### src/rtl/core/sts_pkg.sv
package sts_pkg;

  localparam int unsigned COUNT_BITS_DEF = 16;

  // result queue
  localparam int unsigned FIFO_DEPTH = 4;
  localparam int unsigned PTR_BITS   = $clog2(FIFO_DEPTH);

  // token kinds
  localparam logic [3:0] K_END     = 4'd0;
  localparam logic [3:0] K_ERROR   = 4'd1;
  localparam logic [3:0] K_SPACE   = 4'd2;
  localparam logic [3:0] K_IDENT   = 4'd3;
  localparam logic [3:0] K_BOOL    = 4'd4;
  localparam logic [3:0] K_CHAR    = 4'd5;
  localparam logic [3:0] K_INT     = 4'd6;
  localparam logic [3:0] K_FLOAT   = 4'd7;
  localparam logic [3:0] K_STRING  = 4'd8;
  localparam logic [3:0] K_OPEN    = 4'd9;
  localparam logic [3:0] K_CLOSE   = 4'd10;
  localparam logic [3:0] K_QUOTE   = 4'd11;
  localparam logic [3:0] K_COMMENT = 4'd12;

  // special bytes
  localparam logic [7:0] CH_NUL    = 8'h00;
  localparam logic [7:0] CH_LF     = 8'h0A;
  localparam logic [7:0] CH_HASH   = 8'h23;
  localparam logic [7:0] CH_SEMI   = 8'h3B;
  localparam logic [7:0] CH_BSLASH = 8'h5C;
  localparam logic [7:0] CH_DQUOTE = 8'h22;
  localparam logic [7:0] CH_SQUOTE = 8'h27;
  localparam logic [7:0] CH_LPAREN = 8'h28;
  localparam logic [7:0] CH_RPAREN = 8'h29;
  localparam logic [7:0] CH_PLUS   = 8'h2B;
  localparam logic [7:0] CH_MINUS  = 8'h2D;
  localparam logic [7:0] CH_DOT    = 8'h2E;
  localparam logic [7:0] CH_T      = 8'h74;
  localparam logic [7:0] CH_F      = 8'h66;

  typedef struct packed {
    logic [3:0]  kind;
    logic [15:0] length;
    logic [15:0] line;
    logic [15:0] column;
    logic        last;
  } res_t;

  // results raised by one byte: up to two, r0 first
  typedef struct packed {
    logic [1:0] cnt;
    res_t       r0;
    res_t       r1;
  } emit_t;

  function automatic logic is_alpha(input logic [7:0] c);
    logic [7:0] l;
    l = c | 8'h20;
    return (l >= 8'h61) && (l <= 8'h7A);
  endfunction

  function automatic logic is_digit(input logic [7:0] c);
    return (c >= 8'h30) && (c <= 8'h39);
  endfunction

  function automatic logic is_space(input logic [7:0] c);
    return (c == 8'h20) || ((c >= 8'h09) && (c <= 8'h0D));
  endfunction

  function automatic logic is_sym_first(input logic [7:0] c);
    logic r;
    case (c) inside
      8'h21, 8'h24, 8'h25, 8'h26, 8'h2A, 8'h2F, 8'h3A, 8'h3C,
      8'h3D, 8'h3E, 8'h3F, 8'h40, 8'h5E, 8'h5F, 8'h7E: r = 1'b1;
      default: r = 1'b0;
    endcase
    return r;
  endfunction

  function automatic logic ident_first(input logic [7:0] c);
    return is_alpha(c) || is_sym_first(c);
  endfunction

  function automatic logic ident_next(input logic [7:0] c);
    return is_alpha(c) || is_digit(c) || is_sym_first(c) || (c == CH_DOT);
  endfunction

endpackage

### src/rtl/core/sts_scan.sv
module sts_scan #(
  parameter int unsigned CountBits = sts_pkg::COUNT_BITS_DEF
) (
  input  logic           clk_i,
  input  logic           rst_ni,
  input  logic           take_i,
  input  logic [7:0]     ch_i,
  output sts_pkg::emit_t emit_o
);

  typedef enum logic [11:0] {
    ST_IDLE    = 12'b0000_0000_0001,
    ST_SPACE   = 12'b0000_0000_0010,
    ST_IDENT   = 12'b0000_0000_0100,
    ST_SIGN    = 12'b0000_0000_1000,
    ST_INT     = 12'b0000_0001_0000,
    ST_FLOAT   = 12'b0000_0010_0000,
    ST_STRING  = 12'b0000_0100_0000,
    ST_HASH    = 12'b0000_1000_0000,
    ST_BOOL    = 12'b0001_0000_0000,
    ST_CHSLASH = 12'b0010_0000_0000,
    ST_CHNAME  = 12'b0100_0000_0000,
    ST_COMMENT = 12'b1000_0000_0000
  } state_e;

  typedef logic [CountBits-1:0] cnt_t;

  state_e     state_q, state_d;
  logic [3:0] kind_q, kind_d;
  cnt_t       len_q, len_d;
  cnt_t       pline_q, pline_d;
  cnt_t       pcol_q, pcol_d;
  cnt_t       line_q, line_d;
  cnt_t       col_q, col_d;

  function automatic cnt_t sat_inc(input cnt_t v);
    return (&v) ? v : v + 1'b1;
  endfunction

  function automatic logic [15:0] to16(input cnt_t v);
    logic [31:0] w;
    w = 32'(v);
    return w[15:0];
  endfunction

  logic       cont, close, pend_emit, start_emit, single;
  state_e     cont_state, start_state;
  logic [3:0] cont_kind, start_kind;
  cnt_t       adv_line, adv_col;
  sts_pkg::res_t res_a, res_b;

  assign adv_line = (ch_i == sts_pkg::CH_LF) ? sat_inc(line_q) : line_q;
  assign adv_col  = (ch_i == sts_pkg::CH_LF) ? '0 : sat_inc(col_q);

  // continuation of the token under way
  always_comb begin
    cont       = 1'b0;
    close      = 1'b0;
    cont_state = state_q;
    cont_kind  = kind_q;
    unique case (state_q)
      ST_IDLE:  ;
      ST_SPACE: cont = sts_pkg::is_space(ch_i);
      ST_IDENT: cont = sts_pkg::ident_next(ch_i);
      ST_SIGN: begin
        if (sts_pkg::is_digit(ch_i)) begin
          cont_kind  = sts_pkg::K_INT;
          cont_state = ST_INT;
          cont       = 1'b1;
        end else if (sts_pkg::ident_next(ch_i)) begin
          cont_state = ST_IDENT;
          cont       = 1'b1;
        end
      end
      ST_INT: begin
        if (ch_i == sts_pkg::CH_DOT) begin
          cont_kind  = sts_pkg::K_FLOAT;
          cont_state = ST_FLOAT;
          cont       = 1'b1;
        end else begin
          cont = sts_pkg::is_digit(ch_i);
        end
      end
      ST_FLOAT: cont = sts_pkg::is_digit(ch_i);
      ST_STRING: begin
        if (ch_i == sts_pkg::CH_DQUOTE) close = 1'b1;
        else cont = (ch_i != sts_pkg::CH_NUL);
      end
      ST_HASH: begin
        if ((ch_i == sts_pkg::CH_T) || (ch_i == sts_pkg::CH_F)) begin
          cont_kind  = sts_pkg::K_BOOL;
          cont_state = ST_BOOL;
          cont       = 1'b1;
        end else if (ch_i == sts_pkg::CH_BSLASH) begin
          cont_kind  = sts_pkg::K_CHAR;
          cont_state = ST_CHSLASH;
          cont       = 1'b1;
        end
      end
      ST_BOOL: cont = sts_pkg::is_alpha(ch_i);
      ST_CHSLASH: begin
        if (ch_i != sts_pkg::CH_NUL) begin
          cont_state = ST_CHNAME;
          cont       = 1'b1;
        end
      end
      ST_CHNAME: cont = sts_pkg::is_alpha(ch_i);
      ST_COMMENT: begin
        if (ch_i == sts_pkg::CH_LF) close = 1'b1;
        else cont = (ch_i != sts_pkg::CH_NUL);
      end
      default: cont_state = ST_IDLE;
    endcase
  end

  // classify a byte that opens a new token
  always_comb begin
    start_kind  = sts_pkg::K_ERROR;
    start_state = ST_IDLE;
    single      = 1'b0;
    if (sts_pkg::is_space(ch_i)) begin
      start_kind  = sts_pkg::K_SPACE;
      start_state = ST_SPACE;
    end else if (sts_pkg::ident_first(ch_i)) begin
      start_kind  = sts_pkg::K_IDENT;
      start_state = ST_IDENT;
    end else if (sts_pkg::is_digit(ch_i)) begin
      start_kind  = sts_pkg::K_INT;
      start_state = ST_INT;
    end else if ((ch_i == sts_pkg::CH_PLUS) || (ch_i == sts_pkg::CH_MINUS)) begin
      start_kind  = sts_pkg::K_IDENT;
      start_state = ST_SIGN;
    end else if (ch_i == sts_pkg::CH_DQUOTE) begin
      start_kind  = sts_pkg::K_STRING;
      start_state = ST_STRING;
    end else if (ch_i == sts_pkg::CH_HASH) begin
      start_kind  = sts_pkg::K_ERROR;
      start_state = ST_HASH;
    end else if (ch_i == sts_pkg::CH_SEMI) begin
      start_kind  = sts_pkg::K_COMMENT;
      start_state = ST_COMMENT;
    end else begin
      single = 1'b1;
      if (ch_i == sts_pkg::CH_LPAREN)      start_kind = sts_pkg::K_OPEN;
      else if (ch_i == sts_pkg::CH_RPAREN) start_kind = sts_pkg::K_CLOSE;
      else if (ch_i == sts_pkg::CH_SQUOTE) start_kind = sts_pkg::K_QUOTE;
      else                                 start_kind = sts_pkg::K_ERROR;
    end
  end

  always_comb begin
    state_d    = state_q;
    kind_d     = kind_q;
    len_d      = len_q;
    pline_d    = pline_q;
    pcol_d     = pcol_q;
    line_d     = line_q;
    col_d      = col_q;
    pend_emit  = 1'b0;
    start_emit = 1'b0;
    res_a      = '{kind: kind_q, length: to16(len_q), line: to16(pline_q),
                   column: to16(pcol_q), last: 1'b0};
    res_b      = '{kind: start_kind, length: 16'd1, line: to16(line_q),
                   column: to16(col_q), last: 1'b1};
    if (cont) begin
      state_d = cont_state;
      kind_d  = cont_kind;
      len_d   = sat_inc(len_q);
      line_d  = adv_line;
      col_d   = adv_col;
    end else if (close) begin
      // closing byte belongs to the token
      pend_emit    = 1'b1;
      res_a.length = to16(sat_inc(len_q));
      state_d      = ST_IDLE;
      len_d        = sat_inc(len_q);
      line_d       = adv_line;
      col_d        = adv_col;
    end else begin
      pend_emit = (state_q != ST_IDLE);
      state_d   = ST_IDLE;
      if (ch_i == sts_pkg::CH_NUL) begin
        start_emit   = 1'b1;
        res_b.kind   = sts_pkg::K_END;
        res_b.length = 16'd0;
        line_d       = '0;
        col_d        = '0;
      end else begin
        kind_d     = start_kind;
        len_d      = cnt_t'(1);
        pline_d    = line_q;
        pcol_d     = col_q;
        line_d     = adv_line;
        col_d      = adv_col;
        start_emit = single;
        if (!single) state_d = start_state;
      end
    end
  end

  always_comb begin
    emit_o.cnt = {1'b0, pend_emit} + {1'b0, start_emit};
    emit_o.r1  = res_b;
    if (pend_emit) begin
      emit_o.r0      = res_a;
      emit_o.r0.last = !start_emit;
    end else begin
      emit_o.r0 = res_b;
    end
  end

  always_ff @(posedge clk_i or negedge rst_ni) begin
    if (!rst_ni) begin
      state_q <= ST_IDLE;
      kind_q  <= '0;
      len_q   <= '0;
      pline_q <= '0;
      pcol_q  <= '0;
      line_q  <= '0;
      col_q   <= '0;
    end else if (take_i) begin
      state_q <= state_d;
      kind_q  <= kind_d;
      len_q   <= len_d;
      pline_q <= pline_d;
      pcol_q  <= pcol_d;
      line_q  <= line_d;
      col_q   <= col_d;
    end
  end

endmodule

### src/rtl/core/sts_fifo.sv
module sts_fifo (
  input  logic                            clk_i,
  input  logic                            rst_ni,
  input  logic                            push_i,
  input  sts_pkg::emit_t                  emit_i,
  output logic                            full_o,
  output logic                            valid_o,
  input  logic                            pop_i,
  output sts_pkg::res_t                   data_o,
  output logic [sts_pkg::PTR_BITS:0]      count_o
);

  localparam int unsigned PtrBits = sts_pkg::PTR_BITS;

  sts_pkg::res_t              mem_q [sts_pkg::FIFO_DEPTH];
  logic [PtrBits-1:0]         wptr_q, rptr_q;
  logic [PtrBits:0]           count_q;
  logic [PtrBits:0]           push_n;
  logic                       pop;

  assign push_n  = push_i ? (PtrBits+1)'(emit_i.cnt) : '0;
  assign valid_o = (count_q != '0);
  assign pop     = pop_i && valid_o;
  assign data_o  = mem_q[rptr_q];
  assign count_o = count_q;
  // keep room for a two-beat burst
  assign full_o  = (count_q > (PtrBits+1)'(sts_pkg::FIFO_DEPTH - 2));

  always_ff @(posedge clk_i) begin
    if (push_i && (emit_i.cnt != 2'd0)) mem_q[wptr_q] <= emit_i.r0;
    if (push_i && (emit_i.cnt == 2'd2)) mem_q[wptr_q + 1'b1] <= emit_i.r1;
  end

  always_ff @(posedge clk_i or negedge rst_ni) begin
    if (!rst_ni) begin
      wptr_q  <= '0;
      rptr_q  <= '0;
      count_q <= '0;
    end else begin
      wptr_q  <= wptr_q + push_n[PtrBits-1:0];
      rptr_q  <= rptr_q + PtrBits'(pop);
      count_q <= count_q + push_n - (PtrBits+1)'(pop);
    end
  end

endmodule

### src/rtl/core/sexpr_token_scanner_top.sv
// Streaming lexer for Scheme text: one byte enters per beat, and each completed token
// leaves as one result beat with its kind, length and start line/column (saturating).
// A byte is scanned in the cycle it is accepted, so a steady stream runs at one byte
// per clock. A byte that closes one token and forms another raises two results; these
// queue in a four-entry result buffer that drains one beat per clock unless out_stall_i
// is high, and input stalls only while that buffer cannot hold two more results. A zero
// byte flushes any open token, emits an end token and returns the coordinates to zero.
module sexpr_token_scanner_top #(
  parameter int unsigned COUNT_BITS = sts_pkg::COUNT_BITS_DEF
) (
  input  logic        clk_i,
  input  logic        rst_ni,
  input  logic        in_valid_i,
  output logic        in_stall_o,
  input  logic [7:0]  ch_i,
  output logic        out_valid_o,
  input  logic        out_stall_i,
  output logic [3:0]  kind_o,
  output logic [15:0] token_length_o,
  output logic [15:0] start_line_o,
  output logic [15:0] start_column_o,
  output logic        last_o
);

  logic                          take;
  sts_pkg::emit_t                emit;
  sts_pkg::res_t                 head;
  logic                          full;
  logic [sts_pkg::PTR_BITS:0]    count;

  assign in_stall_o = full;
  assign take       = in_valid_i && !full;

  sts_scan #(
    .CountBits (COUNT_BITS)
  ) u_scan (
    .clk_i  (clk_i),
    .rst_ni (rst_ni),
    .take_i (take),
    .ch_i   (ch_i),
    .emit_o (emit)
  );

  sts_fifo u_fifo (
    .clk_i   (clk_i),
    .rst_ni  (rst_ni),
    .push_i  (take),
    .emit_i  (emit),
    .full_o  (full),
    .valid_o (out_valid_o),
    .pop_i   (!out_stall_i),
    .data_o  (head),
    .count_o (count)
  );

  assign kind_o         = head.kind;
  assign token_length_o = head.length;
  assign start_line_o   = head.line;
  assign start_column_o = head.column;
  assign last_o         = head.last;

  // the queue never overfills
  assert property (@(posedge clk_i) disable iff (!rst_ni)
    count <= (sts_pkg::PTR_BITS+1)'(sts_pkg::FIFO_DEPTH))
    else $error("result queue overflow");

  // an accepted end byte always yields a result beat next cycle
  assert property (@(posedge clk_i) disable iff (!rst_ni)
    (in_valid_i && !in_stall_o && (ch_i == sts_pkg::CH_NUL)) |=> out_valid_o)
    else $error("end byte produced no result");

  // the first beat of a pair is always followed by its partner
  assert property (@(posedge clk_i) disable iff (!rst_ni)
    (out_valid_o && !last_o) |=> out_valid_o)
    else $error("second result of a pair missing");

  // delivered kinds stay within the defined codes
  assert property (@(posedge clk_i) disable iff (!rst_ni)
    out_valid_o |-> (kind_o <= sts_pkg::K_COMMENT))
    else $error("undefined token kind delivered");

endmodule

### config.mk
export PLATFORM = sky130hd
export DESIGN_NAME = sexpr_token_scanner_top
export DESIGN_NICKNAME = d
export VERILOG_FILES = /design/src/rtl/core/sts_pkg.sv /design/src/rtl/core/sts_scan.sv /design/src/rtl/core/sts_fifo.sv /design/src/rtl/core/sexpr_token_scanner_top.sv
export SDC_FILE = /design/constraint.sdc
export NUM_CORES = 1
export LEC_CHECK = 0
export ABC_AREA = 0
export ABC_CLOCK_PERIOD_IN_PS = 4600
export BUFFER_PORTS_ARGS = -buffer_cell sky130_fd_sc_hd__buf_4
export CAP_MARGIN = 20
export CELL_PAD_IN_SITES_DETAIL_PLACEMENT = 0
export CELL_PAD_IN_SITES_GLOBAL_PLACEMENT = 2
export CORE_ASPECT_RATIO = 1.75
export CORE_UTILIZATION = 39
export DETAILED_ROUTE_END_ITERATION = 7
export PLACE_DENSITY = 0.75
export SLEW_MARGIN = 20
export SYNTH_ARGS = -nofsm -noshare
export SYNTH_HDL_FRONTEND = slang
export SYNTH_SLANG_ARGS = --single-unit
### constraint.sdc
create_clock -name clk_i -period 4.6 [get_ports clk_i]
set_clock_uncertainty 0.15 [all_clocks]
set_input_delay 0.46 -clock clk_i [delete_from_list [all_inputs] [get_ports clk_i]]
set_output_delay 0.46 -clock clk_i [all_outputs]
set_load 0.01 [all_outputs]
Word level (Yosys, flattened, before mapping)
Memories as Yosys holds them, arrays and structs flattened.
Index checks and enable logic that the tools add are counted.
W data, S select, Z words.
{"block": "word_totals", "reg_bits": 103, "mem_bits_rw": 212, "out_inout_bits": 55, "elab_cells": 206, "mem_count": 1}
{"memory": "u_fifo.mem_q", "words": 4, "width": 53, "rd": 1, "rd_clocked_by_memory_dff": 0, "wr": 2, "line": "sts_fifo.sv:15", "source": "sts_pkg::res_t mem_q [sts_pkg::FIFO_DEPTH];"}
{"block": "classes", "n_addsub": 9, "order_cmp": 7, "n_eq_ne": 53, "mux": 90, "bitwise_logic": 3, "n_reduce_logical": 33}
{"operator": "$mux W16", "n": 16}
{"operator": "$mux W12", "n": 17}
{"operator": "$eq A8 B6 Y1 const B", "n": 21}
{"operator": "$mux W4", "n": 17}
{"operator": "$mux W20", "n": 3}
{"operator": "$pmux W12 S5", "n": 1}
{"operator": "$eq A8 B7 Y1 const B", "n": 7}
{"operator": "$mux W53", "n": 1}
{"operator": "$add A16 B1 Y16 const B", "n": 3}
{"operator": "$reduce_and A16 Y1", "n": 3}
{"operator": "$mux W1", "n": 31}
{"operator": "$reduce_or A15 Y1", "n": 1}
{"operator": "$eq A12 B1 Y1 const B", "n": 1}
{"operator": "$eq A12 B10 Y1 const B", "n": 1}
{"operator": "$eq A12 B11 Y1 const B", "n": 1}
{"operator": "$eq A12 B12 Y1 const B", "n": 1}
{"operator": "$eq A12 B2 Y1 const B", "n": 1}
{"operator": "$eq A12 B3 Y1 const B", "n": 1}
{"operator": "$eq A12 B4 Y1 const B", "n": 1}
{"operator": "$eq A12 B5 Y1 const B", "n": 1}
{"operator": "$eq A12 B6 Y1 const B", "n": 1}
{"operator": "$eq A12 B7 Y1 const B", "n": 1}
{"operator": "$eq A12 B8 Y1 const B", "n": 1}
{"operator": "$eq A12 B9 Y1 const B", "n": 1}
{"operator": "39 further kinds", "n": 62}

Longest topological paths before layout
Gate-level depths: netlist (run 1).
{"block": "depth", "depth_word": 16, "mapped_depth": 19}

By module
Synthesis (run 1) repeated with hierarchy kept, for this count alone.
{"block": "hier_totals", "cells_unflattened": 1301, "hier_area_um2": 18016.0}
{"mod": "sts_fifo", "instances": 1, "cells_per_inst": 557, "area_each_um2": 10906.7}
{"mod": "sts_scan", "instances": 1, "cells_per_inst": 742, "area_each_um2": 7091.8}
{"mod": "sexpr_token_scanner_top", "instances": 1, "cells_per_inst": 2, "area_each_um2": 17.5}

Least setup slack after synthesis (run 1)
No wires, ideal clock.
{"block": "synth_path", "path_type": "input-to-reg", "from": "input ch_i[5]", "to": "memory u_fifo.mem_q[2][10] (netlist bit), enable pin", "arrival_ps": 4591, "required_ps": 4058, "path_slack_ps": -533, "cell_stages": 15, "path_buffers": 4, "cell_sequence": "buf_4 or4_4 o21bai_2 a211oi_1 nor4_4 nand3_4 buf_2 nor2_1 clkbuf_1 nand2_1 ha_1 clkbuf_1 nor3_1 nor2_1 inv_1"}
{"item": "from (decl)", "line": "sexpr_token_scanner_top.sv:15", "source": "input logic [7:0] ch_i,"}
{"item": "to (decl)", "line": "sts_fifo.sv:15"}

==> results of run 1 <==
[flip-flops by register name, summed over array words and instances (netlist names), 4 cells and up]
name,count
u_scan.kind_q,4
u_fifo.mem_q,212
u_scan.col_q,16
u_scan.state_q,12
u_scan.pline_q,16
u_scan.pcol_q,16
u_scan.len_q,16
u_scan.line_q,16
[cell usage in the layout (no fill, tap or decap), types with 7 or more instances in the layout]
| cell type | count |
|---|---|
| a21oi_1 | 23 |
| a22o_1 | 175 |
| a31oi_1 | 20 |
| and2_1 | 14 |
| and3_1 | 9 |
| buf_12 | 12 |
| buf_4 | 112 |
| clkbuf_16 | 30 |
| clkinv_2 | 7 |
| dfrtp_1 | 100 |
| dfxtp_1 | 64 |
| edfxtp_1 | 148 |
| ha_1 | 10 |
| inv_1 | 27 |
| mux2_2 | 47 |
| mux2i_1 | 9 |
| mux4_2 | 53 |
| nand2_1 | 85 |
| nand2b_1 | 14 |
| nand3_1 | 35 |
| nand4_1 | 17 |
| nor2_1 | 57 |
| nor2b_1 | 11 |
| nor3_1 | 25 |
| nor4_1 | 7 |
| o21ai_0 | 55 |
| o21ai_1 | 11 |
| o22ai_1 | 11 |
| or3_1 | 9 |
| xnor2_1 | 11 |
| xor2_1 | 18 |
[worst min-delay path by stage]
stage,startpoint,end,slack [ps],depth (start not counted)
6_report,out_stall_i,u_fifo.rptr_q[0],180,3
4_1_cts,out_stall_i,u_fifo.rptr_q[0],180,3
5_1_grt,out_stall_i,u_fifo.rptr_q[0],190,3
3_3_place_gp,u_fifo.mem_q[3][40],u_fifo.mem_q[3][40],280,2
2_1_floorplan,rst_ni,u_fifo.count_o[0],10,0
3_5_place_dp,u_fifo.mem_q[3][38],u_fifo.mem_q[3][38],290,2
[critical path, stage by stage, from the launching register on]
cell        delay [ps]
dfrtp_1            450
nor4_4             500
nand3_1            400
nor3b_1            510
nor4_4             110
nand3_4            120
nor2_1              70
and2_1             170
ha_1               250
nand2_1            300
nor2_1             160
nor2_4             140
clkinvlp_4         350
buf_12             290
[metrics by stage]
step / power (W) / hold WS [ps] / util / worst slack, ps / cell area, um^2
after global placement: 0.00684 / 279 / 0.427 / 241 / 17100
after detailed placement: 0.00688 / 291 / 0.427 / 233 / 17100
after floorplan: 0.00556 / 14.4 / - / 47.3 / 16000
after CTS: 0.00948 / 176 / 0.452 / 343 / 18200
after global routing: 0.00977 / 185 / 0.452 / 132 / 18200
final: 0.00935 / 180 / 0.452 / 372 / 18200
[power by group through the flow]
stage	Combinational [W]	Clock [W]	Sequential (W)
after CTS	0.00310	0.00265	0.00373
after detailed placement	0.00309	0	0.00379
final	0.00304	0.00260	0.00372
after global routing	0.00325	0.00275	0.00378
after global placement	0.00307	0	0.00377
after floorplan	0.00203	0	0.00353
[layout make-up]
| cell class | instances | area, um^2 | share of cell area |
|---|---|---|---|
| Clock buffer | 36 | 783 | 0.0431 |
| Clock inverter | 20 | 236 | 0.0130 |
| Inverter | 32 | 138 | 0.00758 |
| Multi-Input combinational cell | 847 | 6930 | 0.381 |
| Sequential cell | 315 | 8310 | 0.457 |
| Tap cell | 544 | 681 | 0.0375 |
| Timing Repair Buffer | 125 | 1090 | 0.0601 |
[repair_timing]
| item | 4_1_cts | 5_1_grt |
|---|---|---|
| hold buffers | 1 | 0 |
| setup buffers | 0 | 0 |
| endpoints found under the hold margin | 62 | 0 |
[metal layers]
metal	part of all wire	wire length [um]	up-vias
li1	-	-	5159
met1	0.38	17000	5647
met2	0.56	24900	279
met3	0.031	1400	78
met4	0.029	1310	0
met5	0	0	-
[logic make-up (layout without fill, tap and decap cells)]
| family | after synthesis | count (layout) |
|---|---|---|
| compound gates | 363 | 363 |
| simple gates | 333 | 333 |
| flops | 315 | 315 |
| buf+inv | 148 | 213 |
| mux | 111 | 111 |
| xor+xnor | 29 | 29 |
| fa+ha+maj | 11 | 11 |
==> metrics.md, run 1 <==
| Metric | Value |
|---|---|
| Synth Cell Area | 15,900 um^2 |
| P_sw | 0.00319 W |
| Worst Setup SP | u_scan.state_q[9] |
| Area growth, synth to finish | 13.9% |
| Worst Path Arrival | 4410 ps |
| CP Class | register to register |
| Largest family of logic cells by synthesized area | compound AO/OA/AOI/OAI gates |
| Nets | 1,374 |
| CP endpoint kind | register |
| Routed Antenna Nets | 0 |
| Sequential share of the synthesized area | 0.521 |
| Period utilisation layout | 0.919 |
| Hold crit path type | input pin to register |
| Final Hold Viols | 0 |
| Total GRT Usage | 0.216 |
| Syn Nets | 1,333 |
| Outcome | finished clean |
| Rows | 97 |
| Reg2Reg Capture Point | u_fifo.mem_q[3][11] |
| Routed WL per cell | 23.2 um |
| Setup Viol. Count Final | 0 |
| Slew headroom | 0.342 |
| Unique masters post-synth | 93 |
| DIE AREA | 41,700 um^2 |
| Final Max Slew Viols | 0 |
| Post-synthesis mux area share | 0.115 |
| EDFF count, synth | 148 |
| Sequential power share | 0.398 |
| Fill cells | 3,691 |
| CTS max path bufs | 3 |
| Total of max-cap violations | 0 |
| FF-to-FF path depth | 13 |
| Vias in the first global route | 11,400 |
| Synth async-reset ratio | 0.327 |
| CTS sink cnt | 315 |
| Leakage | 6.77 nW |
| Final Non-Filler Cells | 1,919 |
| Initial antenna violation count | 0 |
| First-pass GRT wire length | 68.4 mm |
| Worst Path Max Fanout | 11 |
| Routing usage on met2 | 0.413 |
| Cells after DPL | 1,862 |
| Root buf cell | clkbuf_16 |
| Initial drt markers | 696 |
| Vias | 11,200 |
| Compound-gate portion of the synthesized area | 0.175 |
| Reg-to-reg startpoint | u_scan.state_q[9] |
| Top-count cell post-synth | a22o_1 |
| CTS tree | built |
| Grt total ovfl | 0 |
| Layout cells sized above 1 | 0.231 |
| Yosys reg bits | 315 |
| Sw frac | 0.342 |
| Global route hottest layer | met2 |
| Top_reg_cell synth | edfxtp_1 |
| Routability congestion estimate | 0.864 |
| Yosys top cell by area | edfxtp_1 |
| CTS Buf Count | 30 |
| Worst EP required | 4780 ps |
| Combinational fraction of design power | 0.325 |
| Height of the die | 270 um |
| Initial Utilization | 0.397 |
| Yosys warns | 0 |
| Synth top cells by count | 175 x a22o_1, 148 x edfxtp_1, 102 x dfrtp_1, 85 x nand2_1, 65 x clkbuf_1 |
| Setup TNS | 0 ps |
| Depth of the CTS H-tree | 1 |
| Area of the core | 40,200 um^2 |
| Post-synthesis xor/xnor area fraction | 0.0159 |
| Routed wire length | 44.6 mm |
| Pint | 0.00616 W |
| Fmax | 0.237 GHz |
| Post-CTS sizing | 0 |
| Io pins | 67 |
| Mapped Cells | 1,310 |
| Worst vdd ir | 263 uV |
| Via-to-Cell Ratio | 5.82 |
| Worst-margin pin slew | 987 ps |
| Power share of the clock group | 0.278 |
| Mapped Avg Cell Area | 12.2 um^2 |
| CP Launch Type | register |
| GR Util met3 | 0.0207 |
| Remaining DRCs | 0 |
| Die width | 155 um |
| First-pass detailed-route iteration total | 5 |
| Post-Synth Simple-Gate Area | 0.117 |
| Pwr/cell area | 515 nW/um^2 |
| Setup crit end | u_fifo.mem_q[3][11] |
| Ranking of synthesized cells by area | edfxtp_1 28%, dfrtp_1 16%, a22o_1 9.6% |
| Largest net degree at the start of global routing | 66 |
| Minimum clock period | 4230 ps |
| Unrepaired setup endpoints after global routing | false |
| Grt met1 use | 0.241 |
| IO Port Bufs | 66 |
| Clk pin slew, worst setup/hold paths | 70 ps |
| Worst skew pair latency | 590 ps |
| Ant diodes | 0 |
| DPL Wire Length | 29.1 mm |
| Synth Area in Adders | 0.00910 |
| R2R Setup Slk | 370 ps |
| Synth top area share | 0.279 |
Note: power is estimated with default switching activity, not from simulation.
==> run 2, diff against run 1 <==
CORE_UTILIZATION = 41   (was 39)
PLACE_DENSITY = 0.76   (was 0.75)
SYNTH_HIERARCHICAL = 1   (was default)
==> run 2 against run 1 <==
Net effect: maximum frequency up 2.0%; critical path type unchanged; clock-buffer cell count up 3; sequential power about the same; die area up 7.4%; critical path depth down 1.
==> metrics.md, run 2 <==
| Metric | Value |
|---|---|
| Outcome | finished clean |
| Unrepaired setup endpoints after global routing | false |
| Top_reg_cell synth | edfxtp_1 |
| Reg2Reg Capture Point | u_fifo/mem_q[3][36] |
| Unique masters post-synth | 97 (+4.3%) |
| Clk pin slew, worst setup/hold paths | 60 ps (about the same) |
| Rows | 101 (+4.1%) |
| Depth of the CTS H-tree | 1 (unchanged) |
| Setup crit end | u_fifo/mem_q[3][36] |
| DPL Wire Length | 27.5 mm (-5.6%) |
| Critical Path Max Stage Delay | 680 ps (+170 ps) |
| Minimum clock period | 4150 ps (-82.3 ps) |
| Routability congestion estimate | 0.843 (-2.4%) |
| Worst skew pair latency | 580 ps (about the same) |
| Routed Antenna Nets | 0 (unchanged) |
| First-pass detailed-route iteration total | 5 (unchanged) |
| Height of the die | 279 um (+3.6%) |
| CP Launch Type | register |
| CTS max path bufs | 3 (unchanged) |
| Worst Path Max Fanout | 22 (+11) |
| CP endpoint kind | register |
| Worst EP required | 4780 ps (about the same) |
| Routed wire length | 44.1 mm (-0.97%) |
| Top-count cell post-synth | edfxtp_1 |
| Ant diodes | 0 (unchanged) |
| Tot Pwr | 0.00984 W (+5.2%) |
| Area of the core | 43,300 um^2 (+7.9%) |
| Period utilisation layout | 0.901 (-0.0179) |
| Max reg flops | 212 (unchanged) |
| R2R Setup Slk | 450 ps (+80 ps) |
| Final Max Slew Viols | 0 (unchanged) |
| Largest net degree at the start of global routing | 62 (-6.1%) |
| Worst Path Arrival | 4330 ps (-80 ps) |
| Worst-margin pin slew | 995 ps (+8.44 ps) |
| Layout cells sized above 1 | 0.390 (+0.159) |
| CTS tree | built |
| Total of max-cap violations | 0 (unchanged) |
| Synth top cells by count | 212 x edfxtp_1, 169 x mux2_2, 112 x mux2_4, 102 x dfrtp_1, 77 x nor2_1 |
| IO Port Bufs | 66 (unchanged) |
| Vias | 11,000 (-1.8%) |
| Synth top area share | 0.353 (+0.0747) |
| Io pins | 67 (unchanged) |
| Sequential share of the synthesized area | 0.496 (-0.0242) |
| Via-to-Cell Ratio | 5.63 (-3.2%) |
| Initial Utilization | 0.416 (+0.0186) |
| Initial antenna violation count | 0 (unchanged) |
| Slew headroom | 0.330 (-0.0117) |
| Yosys reg bits | 315 (unchanged) |
| Synth Cell Area | 18,000 um^2 (+13%) |
| Grt total ovfl | 0 (unchanged) |
| Mapped Cells | 1,301 (-0.69%) |
| DIE AREA | 44,800 um^2 (+7.4%) |
| WHS | 50.0 ps (-130 ps) |
| Mapped Avg Cell Area | 13.8 um^2 (+14%) |
| EDFF count, synth | 212 (+43%) |
| CTS Buf Count | 30 (unchanged) |
| Die width | 160 um (+3.6%) |
| Initial drt markers | 610 (-12%) |
| Reg-to-reg startpoint | u_scan/state_q[0] |
| Root buf cell | clkbuf_16 |
| Crit-path cells | nor4_2 > buf_4 > nand4_1 > nor3_1 > a2111oi_4 > nand3_4 > a31oi_1 > ha_1 > nand2_4 > or4b_4 > buf_12 > mux2_4 |
| Remaining DRCs | 0 (unchanged) |
| CP Class | register to register |
| Pwr/cell area | 489 nW/um^2 (-5.0%) |
| Fmax | 0.241 GHz (+2.0%) |
| FF-to-FF path depth | 12 (-1) |
| Reg with most FFs | u_fifo/mem_q |
| Commonest cells after routing, fill and taps aside | 212 x edfxtp_1, 169 x mux2_2, 112 x mux2_4 |
| Area growth, synth to finish | 11.6% |
| Commonest non-fill, non-tap cell in the layout | edfxtp_1 |
| Worst Setup SP | u_scan/state_q[0] |
| CTS sink cnt | 315 (unchanged) |
| CP max-delay cell | or4b_4 |
| Synth async-reset ratio | 0.327 (unchanged) |
| First-pass GRT wire length | 68.9 mm (+0.81%) |
| Yosys warns | 6 (+6) |
| Nets | 1,378 (+0.29%) |
| Setup TNS | 0 ps (unchanged) |
| Total GRT Usage | 0.200 (-0.0156) |
| Hold crit path type | input pin to register |
| Leakage | 7.88 nW (+17%) |
| Vias in the first global route | 11,700 (+2.7%) |
| Setup Viol. Count Final | 0 (unchanged) |
| Ranking of synthesized cells by area | edfxtp_1 35%, dfrtp_1 14%, mux2_2 11% |
| Final Hold Viols | 0 (unchanged) |
| Yosys top cell by area | edfxtp_1 |
| Routed WL per cell | 22.7 um (-2.4%) |
| Worst vdd ir | 311 uV (+18%) |
==> run 2: changes by cell type in the layout (fill, tap and decap cells not counted), sizes merged, moves of 16 or more <==
cell	change
mux2	+244
dfxtp	-64
buf	-18
o21ai	-29
edfxtp	+64
a22o	-169
nand2	-18
conb	+16
==> run 2: area by class of cell <==
type / instances / area, um^2
well taps: 566 / 708
multi-input cells: 886 / 8380
flip-flops and latches: 315 / 8950
clock buffers: 39 / 855
fillers: 3855 / 23200
repair buffers: 107 / 968
inverters: 17 / 63.8
clock inverters: 17 / 181
==> run 2: logic make-up after synthesis <==
kind of cell / count (synthesis) / share of synthesized area
AOI/OAI and AO/OA: 145 / 0.0558
adders and majority gates: 9 / 0.00667
xor gates and xnor gates: 36 / 0.0175
DFF: 315 / 0.496
muxes: 351 / 0.276
other: 2 / 0.000417
and+or+nand+nor: 329 / 0.105
buffers and inverters: 114 / 0.0426
==> run 2: worst min path at each step <==
| stage | startpoint | end | slack, ps | depth (start not counted) |
|---|---|---|---|---|
| floorplan | rst_ni | u_fifo/count_o[0] | 10 | 0 |
| global placement | u_fifo/rptr_q[1] | u_fifo/rptr_q[1] | 310 | 1 |
| detailed placement | u_fifo/rptr_q[1] | u_fifo/rptr_q[1] | 310 | 1 |
| CTS | out_stall_i | u_fifo/rptr_q[1] | 30 | 4 |
| global route | out_stall_i | u_fifo/rptr_q[1] | 50 | 4 |
| finish | out_stall_i | u_fifo/rptr_q[1] | 50 | 4 |
==> run 2: metrics by stage <==
step / cells / instance area, um^2 / setup WS (ps) / util
detailed placement: 1890 / 19100 / 173 / 0.440
global route: 1947 / 20100 / 194 / 0.464
finish: 1947 / 20100 / 454 / 0.464
floorplan: 1315 / 18100 / 309 / -
global placement: 1890 / 19100 / 207 / 0.440
CTS: 1947 / 20100 / 419 / 0.464
==> run 2: per-layer routing <==
layer  GRT usage  part of all wire
met1       0.223              0.39
met2       0.390              0.56
met3      0.0170             0.023
met4      0.0679             0.029
met5           0                 0
==> run 2: critical path: cells and delay by family (launching register included) <==
family	cells	cell delay, ps
buffers and inverters	2	420
flip-flops	1	610
multiplexers	1	320
AND/OR/NAND/NOR	6	1400
AO/OA/AOI/OAI	2	670
adder cells (fa/ha/maj)	1	310
==> run 2: power by group <==
part	total [W]	switching, W	internal (W)
Clock	0.00259	0.00111	0.00148
Combinational	0.00349	0.00183	0.00167
Sequential	0.00375	0.000282	0.00347
==> run 2: timing repair <==
action,4_1_cts,5_1_grt
setup buffers,0,0
endpoints found under the hold margin,59,0
hold buffers,1,0
resized for setup,0,0
